## config.mk

```make
export PLATFORM = sky130hd
export DESIGN_NAME = blsc_isqrt
export DESIGN_NICKNAME = d
export VERILOG_FILES = /design/src/hw/rtl/blsc_isqrt.sv
export SDC_FILE = /design/constraint.sdc
export NUM_CORES = 1
export LEC_CHECK = 0
export ABC_AREA = 1
export CAP_MARGIN = 10
export CORE_UTILIZATION = 50
export CTS_CLUSTER_SIZE = 14
export DETAILED_ROUTE_END_ITERATION = 8
export DONT_BUFFER_PORTS = 1
export PLACE_DENSITY_LB_ADDON = 0.1
export SKIP_CTS_REPAIR_TIMING = 1
export SLEW_MARGIN = 20
export SYNTH_ARGS = -nofsm -noshare
export SYNTH_HDL_FRONTEND = slang
export SYNTH_SLANG_ARGS = --single-unit
```

## constraint.sdc

```tcl
create_clock -name clk_i -period 3.25 [get_ports clk_i]
set_input_delay 0.4875 -clock clk_i [delete_from_list [all_inputs] [get_ports clk_i]]
set_output_delay 0.4875 -clock clk_i [all_outputs]
set_load 0.02 [all_outputs]
```

## src/hw/rtl/blsc_isqrt.sv

```systemverilog
// Pipelined 32-bit integer square root, one result bit per stage.
`default_nettype none

module blsc_isqrt #(
  parameter int unsigned SW = 8
) (
  input  wire logic          clk_i,
  input  wire logic          rst_ni,
  input  wire logic          valid_i,
  input  wire logic [31:0]   value_i,
  input  wire logic [SW-1:0] side_i,
  output logic               valid_o,
  output logic [15:0]        root_o,
  output logic [SW-1:0]      side_o
);

  localparam int unsigned NSTEP = 16;

  logic          valid_q [NSTEP];
  logic [31:0]   v_q     [NSTEP];
  logic [31:0]   res_q   [NSTEP];
  logic [SW-1:0] side_q  [NSTEP];

  for (genvar k = 0; k < NSTEP; k++) begin : g_step
    localparam logic [31:0] BIT = 32'(1) << (30 - 2 * k);
    logic          valid_prev;
    logic [31:0]   v_prev;
    logic [31:0]   res_prev;
    logic [SW-1:0] side_prev;
    logic [32:0]   trial;
    logic          ge;
    logic [31:0]   v_d;
    logic [31:0]   res_d;

    if (k == 0) begin : g_first
      assign valid_prev = valid_i;
      assign v_prev     = value_i;
      assign res_prev   = '0;
      assign side_prev  = side_i;
    end else begin : g_next
      assign valid_prev = valid_q[k-1];
      assign v_prev     = v_q[k-1];
      assign res_prev   = res_q[k-1];
      assign side_prev  = side_q[k-1];
    end

    assign trial = {1'b0, res_prev} + {1'b0, BIT};
    assign ge    = {1'b0, v_prev} >= trial;
    assign v_d   = ge ? (v_prev - trial[31:0]) : v_prev;
    assign res_d = ge ? ((res_prev >> 1) + BIT) : (res_prev >> 1);

    always_ff @(posedge clk_i or negedge rst_ni) begin
      if (!rst_ni) begin
        valid_q[k] <= 1'b0;
      end else begin
        valid_q[k] <= valid_prev;
      end
    end

    always_ff @(posedge clk_i) begin
      v_q[k]    <= v_d;
      res_q[k]  <= res_d;
      side_q[k] <= side_prev;
    end
  end

  assign valid_o = valid_q[NSTEP-1];
  assign root_o  = res_q[NSTEP-1][15:0];
  assign side_o  = side_q[NSTEP-1];

endmodule

`default_nettype wire

```

After elaboration in Yosys (flattened, before gate mapping)
Memories as Yosys holds them, arrays and structs flattened.
Cells that the tools add are included.
{"block": "totals", "out_inout_bits": 25, "ram_bits": 1152, "memories": 3, "regBits": 16}
{"name": "res_q", "depth": 16, "width": 32, "rd": 16, "rd_clocked_by_memory_dff": 0, "write_ports": 16, "line_no": "21", "text": "logic [31:0] res_q [NSTEP];"}
{"name": "v_q", "depth": 16, "width": 32, "rd": 15, "rd_clocked_by_memory_dff": 0, "write_ports": 16, "line_no": "20", "text": "logic [31:0] v_q [NSTEP];"}
{"name": "side_q", "depth": 16, "width": 8, "rd": 16, "rd_clocked_by_memory_dff": 0, "write_ports": 16, "line_no": "22", "text": "logic [SW-1:0] side_q [NSTEP];"}
{"block": "op_classes", "n_addsub": 46, "n_lt_le_gt_ge": 16, "mux": 32}
{"op": "32-bit 2-to-1 mux", "n": 31}
{"op": "32-bit by 33-bit greater-or-equal comparator with 1-bit output", "n": 15}
{"op": "32-bit subtractor", "n": 15}
{"op": "32-bit by 1-bit adder with 33-bit output (second input constant)", "n": 1}
{"op": "32-bit by 11-bit adder with 33-bit output (second input constant)", "n": 1}
{"op": "32-bit by 13-bit adder with 33-bit output (second input constant)", "n": 1}
{"op": "32-bit by 15-bit adder with 33-bit output (second input constant)", "n": 1}
{"op": "32-bit by 17-bit adder with 33-bit output (second input constant)", "n": 1}
{"op": "32-bit by 19-bit adder with 33-bit output (second input constant)", "n": 1}
{"op": "32-bit by 21-bit adder with 33-bit output (second input constant)", "n": 1}
{"op": "32-bit by 23-bit adder with 33-bit output (second input constant)", "n": 1}
{"op": "32-bit by 25-bit adder with 33-bit output (second input constant)", "n": 1}
{"op": "32-bit by 27-bit adder with 33-bit output (second input constant)", "n": 1}
{"op": "32-bit by 29-bit adder with 33-bit output (second input constant)", "n": 1}
{"op": "32-bit by 3-bit adder with 33-bit output (second input constant)", "n": 1}
{"op": "32-bit by 5-bit adder with 33-bit output (second input constant)", "n": 1}
{"op": "32-bit by 7-bit adder with 33-bit output (second input constant)", "n": 1}
{"op": "32-bit by 9-bit adder with 33-bit output (second input constant)", "n": 1}
{"op": "31-bit by 1-bit adder with 32-bit output (second input constant)", "n": 1}
{"op": "31-bit by 11-bit adder with 32-bit output (second input constant)", "n": 1}
{"op": "31-bit by 13-bit adder with 32-bit output (second input constant)", "n": 1}
{"op": "31-bit by 15-bit adder with 32-bit output (second input constant)", "n": 1}
{"op": "31-bit by 17-bit adder with 32-bit output (second input constant)", "n": 1}
{"op": "31-bit by 19-bit adder with 32-bit output (second input constant)", "n": 1}
{"op": "other kinds (12)", "n": 12}

Depth between registers and ports, before layout
Gate-level depths: netlist of run 1.
An unclocked memory read counts as a cell.
{"block": "logic_depth", "word_depth": 4, "depth_mapped": 16, "mapped_depth_nobuf": 15}

Least setup slack after synthesis of run 1
No wires, ideal clock.
{"block": "synth_timing", "path_kind": "flip-flop to flip-flop", "startpoint": "memory res_q[7][18]", "endpoint": "memory v_q[8][18], in the netlist v_q[1][18]", "stages_incl_launch_ff": 12, "slack_ns": 1.437, "t_required_ns": 3.138, "path_buffers": 1, "synth_period_minus_slack_ns": 1.813, "arrival_time_ns": 1.701, "path_cell_list": "dfxtp_1 -> inv_1 -> ha_1 -> a21oi_1 -> o21ai_1 -> inv_1 -> nand2_1 -> a21oi_1 -> nand3_1 -> buf_2 -> nand2_1 -> nand2_1"}
{"element": "start, declared", "line_no": "21"}
{"element": "end, declared", "line_no": "20"}

==> results of run 1 <==
-- power groups by stage --
stage	clock (mW)	combinational [mW]	sequential (mW)
floorplan	0	8.79	12.4
finish	8.95	11.3	13.0
global placement	0	11.1	13.3
global route	9.56	12.9	13.2
CTS	9.18	11.2	13.0
detailed placement	0	11.1	13.2
-- layer usage --
metal / global-route usage, % / vias to the layer above / wire length, um
met2: 40.15 / 456 / 34510
met4: 7.778 / 0 / 2131
li1: - / 12495 / -
met3: 3.181 / 123 / 2983
met5: 0 / - / 0
met1: 30.38 / 10692 / 33600
-- layout make-up --
type / instances / area share [%]
clock buffers: 113 / 6.555
clock inverters: 27 / 1.178
inverters: 599 / 6.518
multi-input cells: 2554 / 37.37
flip-flops and latches: 760 / 44.29
well taps: 782 / 2.833
repair buffers: 44 / 1.254
-- state kept, by name, summed over array words and instances (netlist names) --
register and count:
g_step.valid_prev 15, side_q 128, valid_o 1, v_q 480, res_q 136
-- path summary, 6_finish.rpt --
path / slack (ns) / endpoint / from / cells after the start
setup / recovery: 0.75 / v_q[1][110]$_DFF_P_ / res_q[10][20]$_DFF_P_ / 11
hold / removal: 0.02 / v_q[0][31]$_DFF_P_ / value_i[31] / 2
setup reg to reg: 0.75 / v_q[1][110]$_DFF_P_ / res_q[10][20]$_DFF_P_ / 11
hold reg to reg: 0.32 / side_q[5][7]$_DFF_P_ / side_q[4][7]$_DFF_P_ / 0
max in group asynchronous: 2.50 / g_step[3].valid_prev$_DFF_PN0_ / rst_ni / 1
min in group asynchronous: 0.33 / valid_o$_DFF_PN0_ / rst_ni / 1
-- synth_stat cells, types with 2 or more instances --
library cell	instances	share of area, %
a21boi_0	3	0.073
a21o_1	8	0.20
a21oi_1	120	2.0
a21oi_2	19	0.54
and2_1	3	0.061
and3_1	5	0.10
buf_2	4	0.065
buf_4	6	0.15
buf_6	15	0.55
dfrtp_1	16	1.3
dfxtp_1	744	49
ha_1	150	6.1
inv_1	590	7.2
inv_2	8	0.098
nand2_1	1210	15
nand2_2	10	0.20
nand2_4	3	0.11
nand3_1	243	4.0
nand3_2	3	0.098
nand3_4	2	0.11
nand3b_1	22	0.54
nand4_1	60	1.2
nor2_1	357	4.4
nor2_2	19	0.39
nor2_4	4	0.15
nor3_1	56	0.91
nor3b_1	4	0.098
nor4_1	32	0.65
o211ai_1	2	0.049
o21a_1	2	0.049
o21ai_0	55	0.90
o21ai_1	18	0.29
o21ai_2	11	0.31
o21bai_1	8	0.20
or2_1	2	0.041
or2_2	4	0.082
xnor2_1	29	0.83
xor2_1	81	2.3
-- kinds of logic after synthesis --
kind of cell | after synthesis | synth area share (%)
xor gates and xnor gates | 110 | 3.139
and+or+nand+nor | 2045 | 28.11
adders and majority gates | 150 | 6.115
AOI/OAI and AO/OA | 249 | 4.680
buffers and inverters | 625 | 8.113
DFF | 760 | 49.84
-- per-stage QoR --
stage	cells	power [mW]	setup slack (ns)
2_1_floorplan	3939	21.23	1.437
3_3_place_gp	4698	24.32	0.7972
3_5_place_dp	4698	24.33	0.7747
4_1_cts	4838	33.40	0.7493
5_1_grt	4879	35.72	0.4976
6_report	4879	33.23	0.7511
==> impl_summary.md, run 1 <==
Setup path
The count of buffering cells on the critical path with inverters included is 2. The required time at the worst-slack endpoint is 3.78 ns. For the worst setup path, the data arrival time is 3.03 ns. The maximum fanout count along the critical path is 26. The critical path in this run is classified as flip-flop to flip-flop. For this design, the slowest cell found on the critical path is inv_2. Counting stages on the worst path, the most repeated cell is nand2_1.

The biggest cell delay along the critical path is 0.49 ns. The critical path launch point type is a flip-flop. Traced cell by cell, the critical path runs through inv_1, ha_1, a21oi_1, o21ai_1, nor2_2, nand2_1, nor2_1, nand2_2, inv_2, nand2_1, o21ai_2. The kind of cell with the highest combined delay along the critical path is simple AND/OR/NAND/NOR gates. The kind of end point of the critical path is a flip-flop.

Drt
The count of TritonRoute iterations in the first routing pass is 7. The via density per instance is 4.871. The post-detailed-route DRC marker count is 0. The count of nets left with antenna violations once routing finished came out at 0.

The post-detailed-route wirelength per cell is 15.01 um. The detailed router finished its first iteration with 1462 violations. The total length of routed wires is 73230 um. The via count is 23766.

CTS
The clock tree from TritonCTS is built. Clock-pin slew was measured on the worst setup and hold paths at 0.06 ns. The number of clock buffers added by TritonCTS is 78. The clock drives 760 sinks.

The clock insertion delay at the later pin of the skew report is 0.63 ns. The H-tree depth is 3. CTS placed an instance of clkbuf_16 at the clock tree root. The maximum root-to-sink buffer count is 3.

Finish
The share of the core filled with cells in the final layout is 57.11%. The cell area after layout is 0.03453 mm2. The filler cells instantiated in the layout total 5638. The post-synthesis to final-layout area growth is 12.52%.

The final layout contains 4230 nets. The combined area of the multi-input logic cells is 0.01290 mm2. The number of antenna diodes in the final layout is 0.

In the layout the commonest cells are nand2_1, dfxtp_1, inv_1. The storage element area is 0.01529 mm2. Leaving out fill and tap cells, the most frequent cell in the layout is nand2_1. The post-route netlist has 5.223% of its cells at a drive strength greater than 1.

STA
Clock skew on the completed layout was measured at 0.03448 ns. The max-slew violation total from the final report is 0. Setup violations remaining at the end of the flow were counted as 0.

The actual transition at the worst max-transition pin is 0.7143 ns. Final hold analysis gives a worst-case slack of 0.01955 ns. Setup repair after global routing left no endpoint under its margin. After layout, the worst path uses 76.89% of the clock period.

For the final routed database, the setup TNS stands at 0 ns. Timing would allow up to 400.2 MHz. The final hold violation count was 0. The worst-case headroom to the max-slew limit is 51.88%.

The smallest clock period supported by the final layout is computed as 2.499 ns.

Power
The power per standard cell area is 962.4 mW/mm2. Across the VDD grid, the largest voltage drop is 0.5929 mV. The combinational fraction of design power is 33.9%. The fraction of power spent switching nets is 38.09%. The sequential share of power is 39.2%. Summed over all nets, the switching power comes to 12.66 mW. The internal power of the cells totals 20.57 mW. The leakage power total is 17.70 nW. The clock group share of total power is 26.9%.

GRT
In the global route stage, overall resource usage came out at 23.46%. The wire length of the first global-routing pass is 117000 um. The number of global-route vias before repair came to 22705. The pin count of the biggest net entering global routing is 28.

The total overflow left after global routing is 0. The initial antenna violation count is 1.

Run
The max-cap violation count is 0.

Floorplanning
The count of standard-cell rows is 90. The floorplan step set the die width to 249.7 um. The core region is 0.06047 mm2. Once the floorplan was initialized, standard cells occupied 50.75% of the core. The number of top-level pins is 68. The floorplan step defined a die boundary enclosing 0.06237 mm2. The die is 249.7 um tall.

Min path
The type of the most critical hold path is input pin to flip-flop.

Synthesis
The most frequently used flop master after synthesis is dfxtp_1. The number of nets produced by synthesis is 4132. The warning count from the yosys run is 0. After synthesis the cells add up to 0.03069 mm2. Synthesis instantiated 49 different standard cells from the library.

Counting flops with an async set or reset pin after synthesis yields a share of 2.105%. The post-synthesis instance total is 3939. In this run, synthesis inferred 0 flip-flops with an integrated enable. The flip-flop and latch count after synthesis is 760. Sequential elements use 49.84% of the synthesized area. Dividing the synthesized area by the synthesized cell count gives 7.791 um2.

Outcome
The run finished with clean final reports.

Placed design
The placer's final routability congestion estimate is 0.9717. The cell area after placement is 0.03145 mm2. The detailed placer's ending HPWL is 58050 um. Port buffering added 0 buffers.
No activity file was read; power rests on OpenSTA's default activity.
==> run 2, diff against run 1 <==
Clock period 3.25 ns to 2.35 ns, I/O delays scaled along.
==> run 2 against run 1 <==
Net effect:
- core utilization increased by 1.1 points
- largest cell class unchanged
- sequential power grew 38%
- combinational power up 44%
- critical path type unchanged
- cell area is 2.0% higher
- total power is 40% higher
- highest routed layer unchanged
==> impl_summary.md, run 2 (synthesis results as in run 1) <==
Setup path
The signal arrival time at the worst endpoint came to 2.80 ns (was 3.03 ns). The critical path launch point type is a flip-flop (unchanged). The library cell appearing most often on the critical path is nand2_1 (unchanged). The cell class contributing the biggest share of worst-path delay is simple AND/OR/NAND/NOR gates (unchanged). The required time at the worst-slack endpoint was 2.88 ns (was 3.78 ns). The count of buffering cells on the critical path with inverters included is 3 (was 2).

The slowest stage cell on the critical path is dfxtp_1 (was inv_2). The startpoint-to-endpoint class of the critical path is flip-flop to flip-flop (unchanged). The maximum fanout count along the critical path is 13 (was 26).

The biggest cell delay along the critical path is 0.38 ns (was 0.49 ns). The kind of end point of the critical path is a flip-flop (unchanged). Cell-by-cell listing of the critical path: inv_1, ha_1, nand2_1, nor2_1, nand3_2, nor3_1, buf_4, nand2_1, nand2_4, nor2_4, buf_12, a21oi_1 (was inv_1, ha_1, a21oi_1, o21ai_1, nor2_2, nand2_1, nor2_1, nand2_2, inv_2, nand2_1, o21ai_2).

CTS
The number of buffers added by the clock tree synthesis step was 77 (was 78). The clock insertion delay at the later pin of the skew report is 0.62 ns (was 0.63 ns). The H-tree depth is 3 (unchanged).

The clock sink count is 760 (unchanged). The root buffer selected by CTS is clkbuf_16 (unchanged). The maximum root-to-sink buffer count is 3 (unchanged). The clock tree from TritonCTS is built (unchanged). The clock-pin slew reported for the worst setup and hold paths after clock tree synthesis was 0.06 ns (about the same).

STA
The worst-case headroom to the max-slew limit is 49.27% (was 51.88%). The total of endpoints with negative setup slack in the final report is 0 (unchanged). The top achievable clock speed came to 439.1 MHz (was 400.2 MHz). The clock skew after layout is 0.03788 ns (was 0.03448 ns). The actual transition at the worst max-transition pin was 0.7540 ns (was 0.7143 ns). The clock period minus worst slack is 2.278 ns (was 2.499 ns). The final hold violation count is 0 (unchanged). The worst hold slack is 0.06725 ns (was 0.01955 ns).

Setup repair after global routing missed its margin: no (unchanged). The final period utilization is 96.92% (was 76.89%). The max-slew violation total from the final report is 0 (unchanged).

The worst setup margin is 0.07237 ns (was 0.7511 ns).

Floorplanning
The number of top-level pins was 68 (unchanged). The area enclosed by the die boundary is 0.06237 mm2 (unchanged). The die height came to 249.7 um (unchanged). The overall die width was 249.7 um (unchanged). The core outline area was 0.06047 mm2 (unchanged). The count of standard-cell rows is 90 (unchanged). The initial core utilization is 50.75% (unchanged).

Placed design
The post-placement setup slack is -0.09584 ns (was 0.7747 ns). The count of port buffers added during placement was 0 (unchanged). The placer's final routability congestion estimate is 0.9840 (was 0.9717). The detailed placer's ending HPWL is 58320 um (was 58050 um). The post-placement cell count is 4768 (was 4698).

Power
The power per standard cell area is 1324 mW/mm2 (was 962.4 mW/mm2). The leakage power total is 18.08 nW (was 17.70 nW). The total power after layout was 46.61 mW (was 33.23 mW). The maximum ir drop on the vdd rail is 0.8021 mV (was 0.5929 mV).

Finish
The number of non-filler instances in the completed layout is 4953 (was 4879). The net total in the final layout is 4305 (was 4230). Regs by FF count: v_q: 480 flops, res_q: 136 flops, side_q: 128 flops (unchanged). The commonest non-fill, non-tap cell in the layout was nand2_1 (unchanged). The number of flip-flops under the largest register name is 480 (unchanged). The count of antenna diodes in the layout is 0 (unchanged). The most flop-heavy register is v_q (unchanged). The share of final-layout standard cells stronger than drive strength 1 is 7.169% (was 5.223%). The post-synthesis to final-layout area growth is 14.74% (was 12.52%). Top library cells by usage in the layout, fill and taps aside: nand2_1, dfxtp_1, inv_1 (unchanged). The number of fill cells is 5640 (was 5638).

GRT
The remaining global-route overflow is 0 (unchanged). The pin count of the biggest net entering global routing is 27 (was 28). The total global routing track utilization is 23.62% (was 23.46%). The number of global-route vias before repair is 22962 (was 22705). The initial antenna violation count is 1 (unchanged). The wire length of the first global-routing pass was 118300 um (was 117000 um).

Run
The max-cap violation count is 0 (unchanged).

Drt
The post-detailed-route DRC marker count is 0 (unchanged). The number of design-rule violations left by the first detailed-router iteration came to 1697 (was 1462). The remaining antenna violation count after routing was 0 (unchanged). The via count is 24201 (was 23766). The post-detailed-route wirelength per cell is 14.95 um (was 15.01 um). The via density per instance was 4.886 (was 4.871). The total length of routed wires is 74030 um (was 73230 um). The count of TritonRoute iterations in the first routing pass is 5 (was 7).

Min path
The type of the most critical hold path is input pin to flip-flop (unchanged).

Outcome
Status: complete, no violations (unchanged).
-- run 2: cell count changes in the layout (fill, tap and decap cells not counted), sizes merged --
cell         change
clkinv           -4
dlygate4sd3      +1
clkinvlp         +1
bufinv           +1
buf             +72
clkbuf           -2
inv              +2
nor2             +3
-- run 2: path summary, 6_finish.rpt --
kind,to,cells after the start,start,slack (ns)
max,v_q[1][91]$_DFF_P_,12,res_q[9][17]$_DFF_P_,0.07
min,v_q[0][31]$_DFF_P_,5,value_i[31],0.07
max reg2reg,v_q[1][91]$_DFF_P_,12,res_q[9][17]$_DFF_P_,0.07
min reg2reg,side_q[14][3]$_DFF_P_,0,side_q[13][3]$_DFF_P_,0.31
max in group asynchronous,g_step[4].valid_prev$_DFF_PN0_,1,rst_ni,1.71
min in group asynchronous,valid_o$_DFF_PN0_,1,rst_ni,0.22
-- run 2: routing by layer --
layer | global-route usage, % | wire [um]
met5 | 0 | 0
met2 | 40.68 | 35190
met1 | 30.97 | 34130
met3 | 3.087 | 2869
met4 | 6.402 | 1834
-- run 2: layout make-up --
class                      instances  area, um2  share of cell area [%]
multi-input combinational       2557      12980                   36.86
timing repair buffer             117       1046                   2.971
tap                              782      978.4                   2.779
inverter                         599       2256                   6.407
clock inverter                    27      412.9                   1.173
sequential                       760      15290                   43.44
clock buffer                     111       2245                   6.375
-- run 2: per-stage QoR --
step                TNS, ns  utilization, %  cell area (um2)
CTS                  -1.856           57.34            34670
floorplan                 0               -            30690
global placement    -0.3525           52.94            32010
global route              0           58.23            35210
finish                    0           58.23            35210
detailed placement   -1.051           52.94            32010
-- run 2: worst register-to-register path, cell delays in order (launching register included) --
cell     delay [ns]
dfxtp_1        0.38
inv_1          0.06
ha_1           0.35
nand2_1        0.09
nor2_1         0.19
nand3_2        0.14
nor3_1         0.16
buf_4          0.16
nand2_1        0.14
nand2_4        0.15
nor2_4         0.05
buf_12         0.15
a21oi_1        0.18
-- run 2: power by group --
part           leakage (nW)  switching, mW  internal [mW]
Sequential             6.43           2.23           15.8
Combinational          10.4           10.3           5.94
Clock                  1.29           5.07           7.29
